**config.mk**
```make
export PLATFORM = sky130hd
export DESIGN_NAME = bounded_deque_with_search
export DESIGN_NICKNAME = d
export VERILOG_FILES = /design/src/rtl/core/bdq_pkg.sv /design/src/rtl/core/bounded_deque_with_search.sv
export SDC_FILE = /design/constraint.sdc
export NUM_CORES = 1
export LEC_CHECK = 0
export BUFFER_PORTS_ARGS = -buffer_cell sky130_fd_sc_hd__buf_4
export CORE_AREA = 5 5 285 287
export CTS_CLUSTER_DIAMETER = 40
export CTS_CLUSTER_SIZE = 14
export DETAILED_ROUTE_END_ITERATION = 12
export DIE_AREA = 0 0 290 292
export PLACE_DENSITY_LB_ADDON = 0.25
export SLEW_MARGIN = 0
export SYNTH_ARGS = -nofsm -noshare
export SYNTH_HDL_FRONTEND = slang
export SYNTH_SLANG_ARGS = --single-unit
```
**constraint.sdc**
```tcl
create_clock -name clk -period 4.4 [get_ports clk]
set_input_delay 0.88 -clock clk [delete_from_list [all_inputs] [get_ports clk]]
set_output_delay 0.88 -clock clk [all_outputs]
set_load 0.05 [all_outputs]
```
**src/rtl/core/bdq_pkg.sv**
```systemverilog
// Shared types and constants for the bounded double-ended queue with search.
`default_nettype none

package bdq_pkg;

  // Default number of entries in the ring store.
  localparam int unsigned DEFAULT_DEPTH = 16;

  // Fixed port widths of one request beat and one result beat.
  localparam int unsigned ACTION_W = 3;
  localparam int unsigned VALUE_W  = 32;
  localparam int unsigned POS_W    = 4;
  localparam int unsigned STATUS_W = 2;
  localparam int unsigned COUNT_W  = 5;

  // Request codes.
  typedef logic [ACTION_W-1:0] action_t;
  localparam action_t ACT_PUSH_FRONT = 3'd0;
  localparam action_t ACT_PUSH_BACK  = 3'd1;
  localparam action_t ACT_POP_FRONT  = 3'd2;
  localparam action_t ACT_POP_BACK   = 3'd3;
  localparam action_t ACT_READ_INDEX = 3'd4;
  localparam action_t ACT_SEARCH     = 3'd5;

  // Result status codes.
  typedef logic [STATUS_W-1:0] status_t;
  localparam status_t ST_OK       = 2'd0;
  localparam status_t ST_EMPTY    = 2'd1;
  localparam status_t ST_FULL     = 2'd2;
  localparam status_t ST_BAD_POS  = 2'd3;

  // Sequencer states.
  typedef enum logic [1:0] {
    S_IDLE,
    S_READ,
    S_SEARCH,
    S_RESULT
  } state_t;

endpackage

`default_nettype wire

```
**src/rtl/core/bounded_deque_with_search.sv**
```systemverilog
// Bounded double-ended queue held in a ring memory, with a sequential search.
// Pushes, rejected requests and unused codes go from accept straight to the result state; pops and
// reads pass through a read state first, because the element memory has a registered read port.
// A search reads one live entry per cycle and moves to the result state on a hit or after the last
// live entry is compared; a search of an empty queue goes straight to the result state.
// One request is in work at a time; a new one is taken once the last has left the result state.
// A finished result waits in the output register while the next request is accepted, and a held
// result stalls the following one. Active-low synchronous reset empties the queue, not the memory.
`default_nettype none

module bounded_deque_with_search #(
  parameter int unsigned DEPTH = bdq_pkg::DEFAULT_DEPTH
) (
  input  wire logic                              clk,
  input  wire logic                              rst_n,
  // Request channel
  input  wire logic                              in_valid,
  output logic                                   in_stall,
  input  wire logic [bdq_pkg::ACTION_W-1:0]      in_action,
  input  wire logic signed [bdq_pkg::VALUE_W-1:0] in_value,
  input  wire logic [bdq_pkg::POS_W-1:0]         in_position,
  // Result channel
  output logic                                   out_valid,
  input  wire logic                              out_stall,
  output logic signed [bdq_pkg::VALUE_W-1:0]     out_data_out,
  output logic                                   out_found,
  output logic [bdq_pkg::STATUS_W-1:0]           out_status,
  output logic [bdq_pkg::COUNT_W-1:0]            out_count_out
);

  localparam int unsigned PTR_W = $clog2(DEPTH);
  localparam int unsigned CNT_W = $clog2(DEPTH + 1);
  localparam int unsigned SUM_W = CNT_W + 1;
  localparam int unsigned CMP_W = (CNT_W > bdq_pkg::POS_W) ? CNT_W : bdq_pkg::POS_W;
  localparam int unsigned VW    = bdq_pkg::VALUE_W;

  // Ring position of the entry at a given offset from the front.
  function automatic logic [PTR_W-1:0] slot_at(input logic [PTR_W-1:0] front,
                                               input logic [CNT_W-1:0] offset);
    logic [SUM_W-1:0] sum;
    sum = SUM_W'(front) + SUM_W'(offset);
    if (sum >= SUM_W'(DEPTH)) begin
      sum = sum - SUM_W'(DEPTH);
    end
    return sum[PTR_W-1:0];
  endfunction

  // Element memory with a synchronous, registered read port.
  logic [VW-1:0]    mem [DEPTH];
  logic             wr_en;
  logic [PTR_W-1:0] wr_addr;
  logic [VW-1:0]    wr_data;
  logic             rd_en;
  logic [PTR_W-1:0] rd_addr;
  logic [VW-1:0]    rd_data_r;

  always_ff @(posedge clk) begin
    if (wr_en) begin
      mem[wr_addr] <= wr_data;
    end
    if (rd_en) begin
      rd_data_r <= mem[rd_addr];
    end
  end

  // Control and payload registers.
  bdq_pkg::state_t     state_r, state_nxt;
  logic [PTR_W-1:0]    front_r, front_nxt;
  logic [CNT_W-1:0]    count_r, count_nxt;
  logic [CNT_W-1:0]    scan_r, scan_nxt;
  logic [VW-1:0]       key_r, key_nxt;
  logic [VW-1:0]       res_data_r, res_data_nxt;
  logic                res_found_r, res_found_nxt;
  bdq_pkg::status_t    res_status_r, res_status_nxt;
  logic                out_valid_r, out_valid_nxt;
  logic [VW-1:0]       out_data_r, out_data_nxt;
  logic                out_found_r, out_found_nxt;
  bdq_pkg::status_t    out_status_r, out_status_nxt;
  logic [CNT_W-1:0]    out_count_r, out_count_nxt;

  logic                accept;
  logic                is_full;
  logic                is_empty;
  logic [PTR_W-1:0]    front_dec;
  logic [PTR_W-1:0]    front_inc;
  logic [CMP_W-1:0]    pos_ext;
  logic [CMP_W-1:0]    cnt_ext;
  logic                out_free;

  assign in_stall = (state_r != bdq_pkg::S_IDLE);
  assign accept   = in_valid && !in_stall;
  assign is_full  = (count_r >= CNT_W'(DEPTH));
  assign is_empty = (count_r == '0);
  assign front_dec = (front_r == '0) ? PTR_W'(DEPTH - 1) : front_r - PTR_W'(1);
  assign front_inc = (front_r == PTR_W'(DEPTH - 1)) ? '0 : front_r + PTR_W'(1);
  assign pos_ext  = CMP_W'(in_position);
  assign cnt_ext  = CMP_W'(count_r);
  assign out_free = !out_valid_r || !out_stall;

  // Sequencer: decode on accept, wait for memory data, scan for a search, then hand over.
  always_comb begin
    state_nxt      = state_r;
    front_nxt      = front_r;
    count_nxt      = count_r;
    scan_nxt       = scan_r;
    key_nxt        = key_r;
    res_data_nxt   = res_data_r;
    res_found_nxt  = res_found_r;
    res_status_nxt = res_status_r;
    out_valid_nxt  = out_valid_r && out_stall;
    out_data_nxt   = out_data_r;
    out_found_nxt  = out_found_r;
    out_status_nxt = out_status_r;
    out_count_nxt  = out_count_r;
    wr_en          = 1'b0;
    wr_addr        = front_r;
    wr_data        = in_value;
    rd_en          = 1'b0;
    rd_addr        = front_r;

    unique case (state_r)
      bdq_pkg::S_IDLE: begin
        if (accept) begin
          res_data_nxt   = '0;
          res_found_nxt  = 1'b0;
          res_status_nxt = bdq_pkg::ST_OK;
          key_nxt        = in_value;
          scan_nxt       = '0;
          state_nxt      = bdq_pkg::S_RESULT;
          unique case (in_action)
            bdq_pkg::ACT_PUSH_FRONT: begin
              if (is_full) begin
                res_status_nxt = bdq_pkg::ST_FULL;
              end else begin
                wr_en     = 1'b1;
                wr_addr   = front_dec;
                front_nxt = front_dec;
                count_nxt = count_r + CNT_W'(1);
              end
            end
            bdq_pkg::ACT_PUSH_BACK: begin
              if (is_full) begin
                res_status_nxt = bdq_pkg::ST_FULL;
              end else begin
                wr_en     = 1'b1;
                wr_addr   = slot_at(front_r, count_r);
                count_nxt = count_r + CNT_W'(1);
              end
            end
            bdq_pkg::ACT_POP_FRONT: begin
              if (is_empty) begin
                res_status_nxt = bdq_pkg::ST_EMPTY;
              end else begin
                rd_en     = 1'b1;
                rd_addr   = front_r;
                front_nxt = front_inc;
                count_nxt = count_r - CNT_W'(1);
                state_nxt = bdq_pkg::S_READ;
              end
            end
            bdq_pkg::ACT_POP_BACK: begin
              if (is_empty) begin
                res_status_nxt = bdq_pkg::ST_EMPTY;
              end else begin
                rd_en     = 1'b1;
                rd_addr   = slot_at(front_r, count_r - CNT_W'(1));
                count_nxt = count_r - CNT_W'(1);
                state_nxt = bdq_pkg::S_READ;
              end
            end
            bdq_pkg::ACT_READ_INDEX: begin
              if (is_empty) begin
                res_status_nxt = bdq_pkg::ST_EMPTY;
              end else if (pos_ext >= cnt_ext) begin
                res_status_nxt = bdq_pkg::ST_BAD_POS;
              end else begin
                rd_en     = 1'b1;
                rd_addr   = slot_at(front_r, CNT_W'(in_position));
                state_nxt = bdq_pkg::S_READ;
              end
            end
            bdq_pkg::ACT_SEARCH: begin
              // An empty queue finds nothing; otherwise start reading from the front.
              if (!is_empty) begin
                rd_en     = 1'b1;
                rd_addr   = front_r;
                state_nxt = bdq_pkg::S_SEARCH;
              end
            end
            default: begin
            end
          endcase
        end
      end

      bdq_pkg::S_READ: begin
        res_data_nxt = rd_data_r;
        state_nxt    = bdq_pkg::S_RESULT;
      end

      bdq_pkg::S_SEARCH: begin
        // The entry at offset scan_r is on the read port this cycle.
        if (rd_data_r == key_r) begin
          res_found_nxt = 1'b1;
          state_nxt     = bdq_pkg::S_RESULT;
        end else if (scan_r == count_r - CNT_W'(1)) begin
          state_nxt = bdq_pkg::S_RESULT;
        end else begin
          rd_en    = 1'b1;
          rd_addr  = slot_at(front_r, scan_r + CNT_W'(1));
          scan_nxt = scan_r + CNT_W'(1);
        end
      end

      bdq_pkg::S_RESULT: begin
        if (out_free) begin
          out_valid_nxt  = 1'b1;
          out_data_nxt   = res_data_r;
          out_found_nxt  = res_found_r;
          out_status_nxt = res_status_r;
          out_count_nxt  = count_r;
          state_nxt      = bdq_pkg::S_IDLE;
        end
      end

      default: begin
        state_nxt = bdq_pkg::S_IDLE;
      end
    endcase
  end

  // Control state.
  always_ff @(posedge clk) begin
    if (!rst_n) begin
      state_r     <= bdq_pkg::S_IDLE;
      front_r     <= '0;
      count_r     <= '0;
      out_valid_r <= 1'b0;
    end else begin
      state_r     <= state_nxt;
      front_r     <= front_nxt;
      count_r     <= count_nxt;
      out_valid_r <= out_valid_nxt;
    end
  end

  // Payload registers.
  always_ff @(posedge clk) begin
    scan_r       <= scan_nxt;
    key_r        <= key_nxt;
    res_data_r   <= res_data_nxt;
    res_found_r  <= res_found_nxt;
    res_status_r <= res_status_nxt;
    out_data_r   <= out_data_nxt;
    out_found_r  <= out_found_nxt;
    out_status_r <= out_status_nxt;
    out_count_r  <= out_count_nxt;
  end

  // Result beat.
  assign out_valid     = out_valid_r;
  assign out_data_out  = out_data_r;
  assign out_found     = out_found_r;
  assign out_status    = out_status_r;
  assign out_count_out = bdq_pkg::COUNT_W'(out_count_r);

endmodule

`default_nettype wire

```
==> key figures <==
Clocking
  – Clock tree from TritonCTS: done
  – Number of gates given a new drive strength after cts: 0
  – Clock Path Buffers: 3
  – Clock transition at the register clock pins on the worst setup and hold paths after CTS: 0.06 ns
  – Cell at the root of the clock tree: sky130_fd_sc_hd__clkbuf_16
  – H-tree depth: 3
  – Setup Fix Bufs, Post-CTS: 0
  – Clock Sinks: 668
  – Quantity of hold-fixing buffers added after cts: 0
  – Worst-skew pair later-pin latency: 0.63 ns
  – Clock buffer count from CTS: 86

Placed design
  – Routability congestion estimate: 0.8001
  – Count of buffers inserted at the top-level ports: 84
  – Detailed placement HPWL: 40.13 mm

Synth
  – Seq/Total Area, Yosys: 73.70%
  – Cell types with the highest counts after synthesis: sky130_fd_sc_hd__edfxtp_1, sky130_fd_sc_hd__nand2_1, sky130_fd_sc_hd__mux2i_1, sky130_fd_sc_hd__nand3_1, sky130_fd_sc_hd__a21oi_1
  – Count of warnings emitted by yosys: 0
  – Syn Area/Cell: 14.68 sq um
  – Prevailing post-synth register cell: sky130_fd_sc_hd__edfxtp_1
  – Number of instances in the synthesized netlist: 1843
  – Most instantiated library cell after synthesis: sky130_fd_sc_hd__edfxtp_1
  – Proportion of synthesized flip-flops having asynchronous set or reset: 0%
  – Number of enable flip-flop cells after synthesis: 656
  – Top area cells in the synthesized netlist: sky130_fd_sc_hd__edfxtp_1, sky130_fd_sc_hd__mux2i_1, sky130_fd_sc_hd__nand2_1
  – Portion of synthesized cell area occupied by the leading cell type: 72.81%
  – Flip-flop and latch count after synthesis: 668
  – Distinct cell type count of the synthesized netlist: 64
  – Area of the mapped netlist: 0.02705 sq mm
  – Post-synthesis net count: 1916
  – Most area-hungry cell type in the Yosys netlist: sky130_fd_sc_hd__edfxtp_1

Power and ir drop
  – Power spent charging and discharging nets: 0.006776 W
  – Pwr per Cell Area: 630.7 mW/mm^2
  – Leak: 12.04 nW
  – Maximum vdd drop: 400.8 uV
  – P_int: 0.01381 W
  – Final Power: 0.02059 W
  – Sequential cell fraction of total power: 39.1%
  – Proportion of power drawn by combinational gates: 27.5%
  – Share of power burned in the clock network: 33.4%
  – Sw Ratio: 32.92%

Global route
  – Overall global routing resource usage: 16.02%
  – Global-route wire length before repair: 103.5 mm
  – Initial antenna violation count: 4
  – Aggregate global routing overflow: 0
  – Number of global-route vias before repair: 15790
  – Pin count of the biggest net entering global routing: 53

Worst hold path
  – Startpoint of the most critical hold path: res_data_r[17]
  – Type of the worst min-delay path: flip-flop to flip-flop
  – Hold worst-path end: out_data_out[17]
  – Number of cells on the worst hold path: 0

Route
  – Total length of routed wires: 69.16 mm
  – Total via count after detailed routing: 15790
  – Count of nets left with antenna violations after detail routing: 0
  – Drt pass-1 iters: 5
  – WL per Instance: 22.14 um
  – Total DRC errors in the routed layout: 0
  – Drt via density: 5.057
  – Detailed router's first-iteration violation count: 1288

Die
  – Vertical extent of the die: 292 um
  – Total core area: 0.07836 sq mm
  – Count of boundary I/O pins: 85
  – Initial core utilization: 34.53%
  – Area enclosed by the die boundary: 0.08468 sq mm
  – Row cnt: 103
  – Die W: 290 um

STA
  – Pins over their slew limit: 0
  – Unrepaired setup endpoints after global routing: false
  – Min Tclk post-route: 4.188 ns
  – Final setup violation count: 0
  – Worst hold slack across all endpoints: 0.4144 ns
  – Final worst clock skew: 0.02724 ns
  – Slew at the pin closest to its max-slew limit: 0.9166 ns
  – Number of hold-slack violations in the final timing report: 0
  – Final period util: 95.18%
  – Max-Slew Margin vs Limit: 38.89%
  – F_max: 238.8 MHz

Worst setup path
  – Startpoint kind of the worst setup timing path: flip-flop
  – Cells on worst reg2reg path: 12
  – Maximum fanout along the worst path: 12
  – Source of the critical timing path: rd_data_r[30]
  – Setup slack of the most critical reg-to-reg path: 0.21 ns
  – Worst path required time: 4.83 ns
  – Worst EP arrival: 4.61 ns
  – Critical Setup Path Class: flip-flop to flip-flop
  – Worst reg2reg path startpoint: rd_data_r[30]
  – Critical Path Sink Type: flip-flop
  – Reg-to-reg critical path endpoint: rd_data_r[17]

Run status
  – Status: finished clean

Cells and area
  – Share of cells above drive strength 1: 16.80%
  – Final nets: 2073
  – Area grow syn2layout: 20.65%
  – Layout fillers: 7173

Job
  – Reported max-cap violation count: 0
-- registers in the layout, indices dropped and copies added (netlist names), 2 cells and up --
signal	flops
out_count_out	5
scan_r	5
cnt_ext	5
out_status	2
res_data_r	32
rd_data_r	32
key_r	32
state_r	2
res_status_r	2
mem	512
front_r	4
out_data_out	32
-- worst max path at each step --
stage	to	slack [ns]	cells after the start
3_5_place_dp	rd_data_r[16]	0.1	15
3_3_place_gp	rd_data_r[17]	0.12	15
4_1_cts	rd_data_r[17]	0.14	11
5_1_grt	rd_data_r[17]	0.02	11
2_1_floorplan	mem[0][0]	-0.07	7
6_report	rd_data_r[17]	0.21	12
-- power by group through the flow --
stage	sequential [W]	clock [W]	combinational, W
final	0.00805	0.00688	0.00566
after global routing	0.00809	0.00731	0.00615
after CTS	0.00805	0.00703	0.00572
after detailed placement	0.00819	0	0.00570
after global placement	0.00818	0	0.00564
after floorplan	0.00822	0	0.00335
-- per-layer routing --
metal,wire [um],vias to the layer above,global-route usage [%]
met5,13,-,0
met4,1846,2,5.443
met2,33740,465,27.04
met3,3826,127,2.829
met1,29730,7948,21.06
li1,-,7250,-
-- placed cells by master, fill, tap and decap left out, types with 11 or more instances in the layout --
cell                        count
sky130_fd_sc_hd__clkbuf_16     88
sky130_fd_sc_hd__xnor2_1       11
sky130_fd_sc_hd__ha_1          26
sky130_fd_sc_hd__buf_12        33
sky130_fd_sc_hd__o21ai_0       43
sky130_fd_sc_hd__nand2_1      331
sky130_fd_sc_hd__a21oi_1       52
sky130_fd_sc_hd__inv_1         21
sky130_fd_sc_hd__clkinv_2      11
sky130_fd_sc_hd__mux2i_1      156
sky130_fd_sc_hd__nor2_4        18
sky130_fd_sc_hd__inv_6         14
sky130_fd_sc_hd__nor2_1        21
sky130_fd_sc_hd__xor2_1        42
sky130_fd_sc_hd__a32oi_1       29
sky130_fd_sc_hd__nand3_1      152
sky130_fd_sc_hd__buf_4        127
sky130_fd_sc_hd__dfxtp_1       12
sky130_fd_sc_hd__and2_1        47
sky130_fd_sc_hd__edfxtp_1     656
-- cells by family (layout without fill, tap and decap cells) --
family | count (synthesis) | after routing | share of synthesized area (%)
other | 0 | 1 | 0
DFF | 668 | 668 | 73.70
buffers and inverters | 114 | 343 | 1.836
muxes | 159 | 159 | 5.897
xor gates and xnor gates | 54 | 54 | 1.799
AOI/OAI and AO/OA | 190 | 190 | 4.768
and+or+nand+nor | 628 | 628 | 10.50
adders and majority gates | 30 | 30 | 1.498
-- per-stage QoR --
stage	worst slack [ns]	TNS (ns)	cells	cell area (sq um)	util [%]
2_1_floorplan	-0.07499	-9.599	1843	27050	-
3_3_place_gp	0.1226	0	2962	29770	38.00
3_5_place_dp	0.09610	0	2962	29770	38.00
4_1_cts	0.1392	0	3122	32640	41.65
5_1_grt	0.02270	0	3123	32640	41.66
6_report	0.2122	0	3123	32640	41.66
-- worst max-delay path, stage by stage, from the launching register on --
cell and delay, ns:
sky130_fd_sc_hd__edfxtp_1 0.48, sky130_fd_sc_hd__xor2_1 0.20, sky130_fd_sc_hd__nor4_1 0.58, sky130_fd_sc_hd__nand4_1 0.32, sky130_fd_sc_hd__buf_4 0.25, sky130_fd_sc_hd__o211a_1 0.30
sky130_fd_sc_hd__buf_4 0.19, sky130_fd_sc_hd__nand3b_1 0.19, sky130_fd_sc_hd__and2_2 0.31, sky130_fd_sc_hd__nor2_4 0.56, sky130_fd_sc_hd__buf_4 0.36, sky130_fd_sc_hd__a32oi_1 0.10
sky130_fd_sc_hd__o21ai_0 0.13
-- layout make-up --
cell class                      count  area, sq um  share of cell area [%]
Sequential cell                   668        19940                   61.09
Multi-Input combinational cell   1061         6819                   20.89
Clock buffer                       95         2228                   6.827
Timing Repair Buffer              160         1614                   4.945
Tap cell                         1050         1314                   4.025
Clock inverter                     65        635.6                   1.947
Inverter                           23        86.33                  0.2645
Antenna cell                        1        2.502                0.007667
No activity file was read; power rests on OpenSTA's default activity.
